**src/hdl/lru_pkg.sv**
```systemverilog
// ----------------------------------------------------------------------------
// LRU page replacement package
// Shared sizes and the control structures passed between the scan unit,
// the frame store and the sequencer.
// ----------------------------------------------------------------------------
package lru_pkg;

    localparam int MAX_FRAMES = 16;
    localparam int PAGE_BITS  = 8;
    localparam int FRAME_W    = (MAX_FRAMES > 1) ? $clog2(MAX_FRAMES) : 1;
    localparam int RANK_W     = FRAME_W;
    localparam int AGE_W      = FRAME_W + 1;
    localparam int CNT_W      = $clog2(MAX_FRAMES + 1);
    localparam int CFG_W      = 5;
    localparam int FAULT_W    = 16;
    localparam int FRAMES_RST = 3;

    // Running result of the frame scan.
    typedef struct packed {
        logic               hit;
        logic [FRAME_W-1:0] hit_slot;
        logic               empty;
        logic [FRAME_W-1:0] empty_slot;
        logic [RANK_W-1:0]  max_rank;
        logic [FRAME_W-1:0] max_slot;
    } t_scan;

    // Update request from the sequencer to the frame store.
    typedef struct packed {
        logic                 en;
        logic                 fill;
        logic                 wr_page;
        logic [FRAME_W-1:0]   slot;
        logic [PAGE_BITS-1:0] page;
    } t_upd;

endpackage

```
**src/hdl/lru_scan_unit.sv**
```systemverilog
// ----------------------------------------------------------------------------
// LRU scan unit
// Compares one frame per cycle against the referenced page and folds the
// outcome into the running hit, first-empty and oldest-frame results.
// ----------------------------------------------------------------------------
module lru_scan_unit import lru_pkg::*; (
    input  logic [FRAME_W-1:0]   i_idx,
    input  logic [PAGE_BITS-1:0] i_page,
    input  logic                 i_full,
    input  logic [RANK_W-1:0]    i_rank,
    input  logic [PAGE_BITS-1:0] i_target,
    input  t_scan                i_acc,
    output t_scan                o_acc
);

    t_scan base;

    always_comb begin
        // The first frame starts a fresh accumulation.
        if (i_idx == '0) begin
            base          = '0;
            base.max_rank = i_rank;
        end else begin
            base = i_acc;
        end
        o_acc = base;
        if (!base.hit && i_full && (i_page == i_target)) begin
            o_acc.hit      = 1'b1;
            o_acc.hit_slot = i_idx;
        end
        if (!base.empty && !i_full) begin
            o_acc.empty      = 1'b1;
            o_acc.empty_slot = i_idx;
        end
        if (i_rank > base.max_rank) begin
            o_acc.max_rank = i_rank;
            o_acc.max_slot = i_idx;
        end
    end

endmodule

```
**src/hdl/lru_frame_store.sv**
```systemverilog
// ----------------------------------------------------------------------------
// LRU frame store
// Holds the page, full flag and recency rank of every frame, with one read
// port and an update that makes one frame most recent.
// ----------------------------------------------------------------------------
module lru_frame_store import lru_pkg::*; (
    input  logic                 i_clk,
    input  logic                 i_rst_n,
    input  logic [FRAME_W-1:0]   i_rd_idx,
    output logic [PAGE_BITS-1:0] o_rd_page,
    output logic                 o_rd_full,
    output logic [RANK_W-1:0]    o_rd_rank,
    input  t_upd                 i_upd
);

    logic [PAGE_BITS-1:0] r_page [MAX_FRAMES];
    logic [MAX_FRAMES-1:0] r_full;
    logic [RANK_W-1:0]    r_rank [MAX_FRAMES];
    logic [AGE_W-1:0]     old_age;

    assign o_rd_page = r_page[i_rd_idx];
    assign o_rd_full = r_full[i_rd_idx];
    assign o_rd_rank = r_rank[i_rd_idx];

    // A newly filled frame counts as older than every full frame.
    assign old_age = i_upd.fill ? AGE_W'(MAX_FRAMES) : AGE_W'(r_rank[i_upd.slot]);

    always_ff @(posedge i_clk) begin
        if (i_upd.en && i_upd.wr_page) begin
            r_page[i_upd.slot] <= i_upd.page;
        end
    end

    always_ff @(posedge i_clk) begin
        if (!i_rst_n) begin
            r_full <= '0;
            for (int g = 0; g < MAX_FRAMES; g++) begin
                r_rank[g] <= '0;
            end
        end else if (i_upd.en) begin
            for (int g = 0; g < MAX_FRAMES; g++) begin
                if (FRAME_W'(g) == i_upd.slot) begin
                    r_rank[g] <= '0;
                end else if (r_full[g] && (AGE_W'(r_rank[g]) < old_age) &&
                             (r_rank[g] != RANK_W'(MAX_FRAMES - 1))) begin
                    r_rank[g] <= r_rank[g] + RANK_W'(1);
                end
            end
            if (i_upd.fill) begin
                r_full[i_upd.slot] <= 1'b1;
            end
        end
    end

endmodule

```
**src/hdl/lru_page_replacement_unit.sv**
```systemverilog
// An accepted reference is scanned one frame per cycle over N frames, where N
// is the active frame count (1..16); the chosen frame is then updated and the
// result registered, the update waiting while the previous result awaits transfer.
// References are taken only in the idle state, after the update of the last;
// a new reference may be taken while the previous result waits for transfer.
// Reset (synchronous, active low): all frames empty, ranks and fault count
// zero, frames_in_use set to 3, no result pending.
// ----------------------------------------------------------------------------
// LRU page replacement unit
// Sequencer that scans the active frames through a shared compare unit,
// then updates the chosen frame and the recency ranks together in its update state.
// ----------------------------------------------------------------------------
module lru_page_replacement_unit import lru_pkg::*; (
    input  logic                 i_clk,
    input  logic                 i_rst_n,
    input  logic                 i_cfg_we,
    input  logic [CFG_W-1:0]     i_cfg_data,
    input  logic                 i_valid,
    output logic                 o_ready,
    input  logic [PAGE_BITS-1:0] i_page_number,
    output logic                 o_valid,
    input  logic                 i_ready,
    output logic                 o_hit,
    output logic [FRAME_W-1:0]   o_frame_slot,
    output logic                 o_evicted_valid,
    output logic [PAGE_BITS-1:0] o_evicted_page,
    output logic [FAULT_W-1:0]   o_fault_total
);

    localparam logic [1:0] S_IDLE   = 2'd0;
    localparam logic [1:0] S_SCAN   = 2'd1;
    localparam logic [1:0] S_UPDATE = 2'd2;

    logic [1:0]           r_state, n_state;
    logic [CFG_W-1:0]     r_frames_in_use;
    logic [CNT_W-1:0]     r_active, n_active;
    logic [FRAME_W-1:0]   r_idx;
    logic [PAGE_BITS-1:0] r_page;
    t_scan                r_scan, n_scan;
    logic [FAULT_W-1:0]   r_fault_cnt;
    logic                 r_out_valid;
    logic                 r_hit, r_ev_valid;
    logic [FRAME_W-1:0]   r_slot;
    logic [PAGE_BITS-1:0] r_ev_page;

    logic [FRAME_W-1:0]   rd_idx;
    logic [PAGE_BITS-1:0] rd_page;
    logic                 rd_full;
    logic [RANK_W-1:0]    rd_rank;
    t_upd                 upd;
    logic                 accept, last, out_free, evict;
    logic [FRAME_W-1:0]   sel_slot;

    assign o_ready  = (r_state == S_IDLE);
    assign accept   = i_valid && o_ready;
    assign last     = ((CNT_W'(r_idx) + CNT_W'(1)) == r_active);
    assign out_free = !r_out_valid || i_ready;
    assign evict    = !r_scan.hit && !r_scan.empty;
    assign sel_slot = r_scan.hit ? r_scan.hit_slot :
                      (r_scan.empty ? r_scan.empty_slot : r_scan.max_slot);
    assign rd_idx   = (r_state == S_UPDATE) ? sel_slot : r_idx;

    always_comb begin
        if (r_frames_in_use == '0) begin
            n_active = CNT_W'(1);
        end else if (32'(r_frames_in_use) > MAX_FRAMES) begin
            n_active = CNT_W'(MAX_FRAMES);
        end else begin
            n_active = CNT_W'(r_frames_in_use);
        end
    end

    lru_scan_unit u_scan (
        .i_idx    (r_idx),
        .i_page   (rd_page),
        .i_full   (rd_full),
        .i_rank   (rd_rank),
        .i_target (r_page),
        .i_acc    (r_scan),
        .o_acc    (n_scan)
    );

    always_comb begin
        upd         = '0;
        upd.en      = (r_state == S_UPDATE) && out_free;
        upd.fill    = !r_scan.hit && r_scan.empty;
        upd.wr_page = !r_scan.hit;
        upd.slot    = sel_slot;
        upd.page    = r_page;
    end

    lru_frame_store u_store (
        .i_clk     (i_clk),
        .i_rst_n   (i_rst_n),
        .i_rd_idx  (rd_idx),
        .o_rd_page (rd_page),
        .o_rd_full (rd_full),
        .o_rd_rank (rd_rank),
        .i_upd     (upd)
    );

    always_comb begin
        n_state = r_state;
        unique case (r_state)
            S_IDLE: begin
                if (accept) n_state = S_SCAN;
            end
            S_SCAN: begin
                if (last) n_state = S_UPDATE;
            end
            S_UPDATE: begin
                if (out_free) n_state = S_IDLE;
            end
            default: n_state = S_IDLE;
        endcase
    end

    always_ff @(posedge i_clk) begin
        if (!i_rst_n) begin
            r_state         <= S_IDLE;
            r_frames_in_use <= CFG_W'(FRAMES_RST);
            r_fault_cnt     <= '0;
            r_out_valid     <= 1'b0;
        end else begin
            r_state <= n_state;
            if (i_cfg_we) begin
                r_frames_in_use <= i_cfg_data;
            end
            if (upd.en) begin
                r_out_valid <= 1'b1;
                if (!r_scan.hit && (r_fault_cnt != '1)) begin
                    r_fault_cnt <= r_fault_cnt + FAULT_W'(1);
                end
            end else if (i_ready) begin
                r_out_valid <= 1'b0;
            end
        end
    end

    always_ff @(posedge i_clk) begin
        if (accept) begin
            r_page   <= i_page_number;
            r_active <= n_active;
            r_idx    <= '0;
        end else if (r_state == S_SCAN) begin
            r_scan <= n_scan;
            if (!last) r_idx <= r_idx + FRAME_W'(1);
        end
        if (upd.en) begin
            r_hit      <= r_scan.hit;
            r_slot     <= sel_slot;
            r_ev_valid <= evict;
            r_ev_page  <= evict ? rd_page : '0;
        end
    end

    assign o_valid         = r_out_valid;
    assign o_hit           = r_hit;
    assign o_frame_slot    = r_slot;
    assign o_evicted_valid = r_ev_valid;
    assign o_evicted_page  = r_ev_page;
    assign o_fault_total   = r_fault_cnt;

`ifndef NO_ASSERTIONS
    // The scan index never runs past the active frame count.
    a_idx_range: assert property (@(posedge i_clk) disable iff (!i_rst_n)
        (r_state == S_SCAN) |-> (CNT_W'(r_idx) < r_active))
        else $error("scan index beyond active frames");

    // A hit never reports an evicted page.
    a_hit_no_evict: assert property (@(posedge i_clk) disable iff (!i_rst_n)
        o_valid |-> !(o_hit && o_evicted_valid))
        else $error("hit reported with an eviction");

    // The evicted page reads zero when nothing was evicted.
    a_evict_zero: assert property (@(posedge i_clk) disable iff (!i_rst_n)
        (o_valid && !o_evicted_valid) |-> (o_evicted_page == '0))
        else $error("evicted page not zero without eviction");

    // The fault count changes only on the update cycle.
    a_fault_stable: assert property (@(posedge i_clk) disable iff (!i_rst_n)
        (!upd.en) |=> $stable(r_fault_cnt))
        else $error("fault count changed outside an update");

    // A pending result that is not taken blocks the update.
    a_update_hold: assert property (@(posedge i_clk) disable iff (!i_rst_n)
        (r_state == S_UPDATE && r_out_valid && !i_ready) |=> (r_state == S_UPDATE))
        else $error("update overran an untaken result");
`endif

endmodule
```
**config.mk**
```make
export PLATFORM = sky130hd
export DESIGN_NAME = lru_page_replacement_unit
export DESIGN_NICKNAME = d
export VERILOG_FILES = /design/src/hdl/lru_pkg.sv /design/src/hdl/lru_scan_unit.sv /design/src/hdl/lru_frame_store.sv /design/src/hdl/lru_page_replacement_unit.sv
export SDC_FILE = /design/constraint.sdc
export NUM_CORES = 1
export LEC_CHECK = 0
export ABC_AREA = 0
export ABC_CLOCK_PERIOD_IN_PS = 4600
export BUFFER_PORTS_ARGS = -buffer_cell sky130_fd_sc_hd__buf_2
export CAP_MARGIN = 30
export CORE_MARGIN = 1.5
export CORE_UTILIZATION = 30
export DETAILED_ROUTE_END_ITERATION = 10
export REMOVE_ABC_BUFFERS = 1
export SLEW_MARGIN = 20
export SYNTH_ARGS = -nofsm -noshare
export SYNTH_HDL_FRONTEND = slang
export SYNTH_SLANG_ARGS = --single-unit
```
**constraint.sdc**
```tcl
create_clock -name i_clk -period 4.6 [get_ports i_clk]
set_input_delay 0.23 -clock i_clk [delete_from_list [all_inputs] [get_ports i_clk]]
set_output_delay 0.23 -clock i_clk [all_outputs]
set_load 0.005 [all_outputs]
```
==> impl_metrics.toml <==
[critical_path]
worst-r2r-cell-count = 10
crit_arrival_ps = 4560
critPathLaunchType = "flip-flop"
crit_path_end_kind = "flip-flop"
required_ps = 4820
crit_fanout = 35
worstSetupPathType = "reg -> reg"
rrSetupSlack_ps = 270
reg2reg_to = "r_scan[15]"
r2r_start = "r_scan[17]"

[floorplanning]
num_rows = 81
fp.dieArea_um2 = 51100
start_util = 0.304
core_area_um2 = 49100
die_w_um = 226
die_y_um = 226
io_pins = 50

[final_layout]
final_nets = 1478
final_core_util = 0.351
n_antenna_cell = 0
fin_cells = 2074
design_area_um2 = 17200
area_growth_syn_to_layout_pct = 15.2
fill_cells = 4877
drive_above_1_share = 0.133

[logic_synthesis]
yosysSeqAreaShare = 0.536
yosysWarnings = 0
ys_ff_latch = 281
synthArstFlopShare = 0
syn_inst = 1308
ys_types = 74
synth_commonest_cells = "237 x edfxtp_1, 170 x nand2_1, 119 x nor2_1, 92 x nand3_1, 73 x ha_1"
synth_top_area_cell = "edfxtp_1"
synthTopCellsByArea = "edfxtp_1 48%, ha_1 6.1%, dfxtp_1 5.9%"
synth.most_common_cell = "edfxtp_1"
avgSynthCellArea_um2 = 11.4
synth_edf_count = 237
syn_area_um2 = 14900
synth_top_area_frac = 0.477
synth-main-ff-cell = "edfxtp_1"

[grt]
grtUsageMet3 = 0.0258
busiest_layer = "met2"
grt_pass1_wl_um = 62600
grt_pass1_vias = 10758
met2_usage = 0.260
grt_usage = 0.158
grt_max_degree = 46
grt_overflow = 0
use_met1 = 0.206
antenna_found_initial = 0

[timing]
timing.final.crit_period_ps = 4330
setup_viol_count_final = 0
worst_slack_ps = 266
rsz0062_at_grt = "false"
setup-tns-final_ps = 0
fmax_mhz = 231
relSlewSlack = 0.390
worst_clock_skew_ps = 18.9
post-route-period-util = 0.942
finalHoldViolCount = 0
worst_pin_slew_ps = 911
hold_slack_ps = 27.6
drv_slew = 0

[power_and_ir_drop]
swShare = 0.329
power_frac_comb = 0.294
intPower_mw = 5.17
clkPwrFrac = 0.313
power_switching_mw = 2.53
leakagePower_nw = 6.37
seq_power_share = 0.393
p_per_area_nw_per_um2 = 448
total_power_mw = 7.70
ir_drop_mv = 0.287

[worst_hold_path]
whs_endpoint = "r_frames_in_use[2]"
min_path_type = "in -> reg"
hold_depth = 3
worstHoldStart = "i_cfg_we"

[placed_design]
placed_area_um2 = 16000
dp_hpwl_um = 28100
dp.cells = 2001
pre_cts_slack_ps = 281
numPortBuffers = 49
gp_congestion = 0.908

[clock_network]
cts_tree = "done"
root_buffer = "clkbuf_16"
clkTransAtPathRegs_ps = 60
cts_buffers = 29
cts.sink_count = 281
h-tree-depth = 1
clk_latency_ps = 580
clockBufferDepth = 3

[run]
max-cap-violations = 0

[drt]
wl_um = 40500
route.detailed.drc = 0
via_count = 10992
wl_per_cell_um = 19.5
ant_nets = 0
drtIter0Drc = 803
vias_per_cell = 5.30
drt_first_pass_iters = 6

[outcome]
outcome = "finished clean"
[how the worst max path moves through the flow]
stage	startpoint	endpoint	slack (ps)
floorplan	r_scan[17]	r_scan[4]	-450
global placement	r_scan[17]	r_scan[6]	300
detailed placement	r_scan[17]	r_scan[4]	280
CTS	r_scan[17]	r_scan[6]	250
global route	r_scan[17]	r_scan[6]	0.9
finish	r_scan[17]	r_scan[15]	270
[power groups by stage]
stage	clock, mW	sequential [mW]	combinational [mW]
detailed placement	0	3.07	2.21
finish	2.41	3.02	2.26
global placement	0	3.07	2.18
CTS	2.46	3.02	2.24
floorplan	0	3.03	1.53
global route	2.54	3.03	2.47
[worst max-delay path, cell delays in order (launching register included)]
cell and delay, ps:
edfxtp_1 490, nor3b_2 460, a221o_2 590, buf_4 540, mux2i_1 220, a32o_1 260, o21ai_0 300, o211ai_1 140
a22oi_1 280, nand4b_2 250, o21ai_1 410
[what timing repair did]
item | CTS | global route
endpoints found under the hold margin | 13 | 0
hold buffers | 16 | 0
endpoints found under the setup margin | 0 | 8
resized for setup | 0 | 1
buffers inserted | 0 | 2
[flip-flops by register name, summed over array words and instances (netlist names), 2 cells and up]
name             cells
r_scan              18
o_evicted_page       8
r_idx                4
u_store.r_page     128
o_frame_slot         4
r_active             5
o_fault_total       16
u_store.r_rank      64
r_state              2
r_page               8
u_store.r_full      16
r_frames_in_use      5
[layout by cell type, fill, tap and decap left out, types with 33 or more instances in the layout]
master,n
edfxtp_1,237
nand2_1,170
nor2_1,119
nand3_1,92
ha_1,73
mux2i_1,72
buf_2,49
a21oi_1,46
dfxtp_1,44
buf_4,39
nor3_1,33
[final cells by class]
cell class                      instances  area (um2)  area share
Timing Repair Buffer                  106         733      0.0426
Clock buffer                           36         772      0.0449
Tap cell                              664         831      0.0483
Multi-Input combinational cell        950        6590       0.383
Sequential cell                       281        8000       0.465
Inverter                               19        71.3     0.00415
Clock inverter                         18         201      0.0117
[cells by family after synthesis]
logic type               share of synthesized area
AO/OA/AOI/OAI                               0.0826
buffers and inverters                       0.0239
flip-flops                                   0.536
AND/OR/NAND/NOR                              0.178
adder cells (fa/ha/maj)                     0.0612
XOR/XNOR                                    0.0340
multiplexers                                0.0850
[metal layers]
layer  vias up  share of wire
met5         -              0
met4         0          0.034
met3        91          0.065
met2       412           0.47
met1      5431           0.43
li1       5058              -
(Power assumes the default switching activity.)
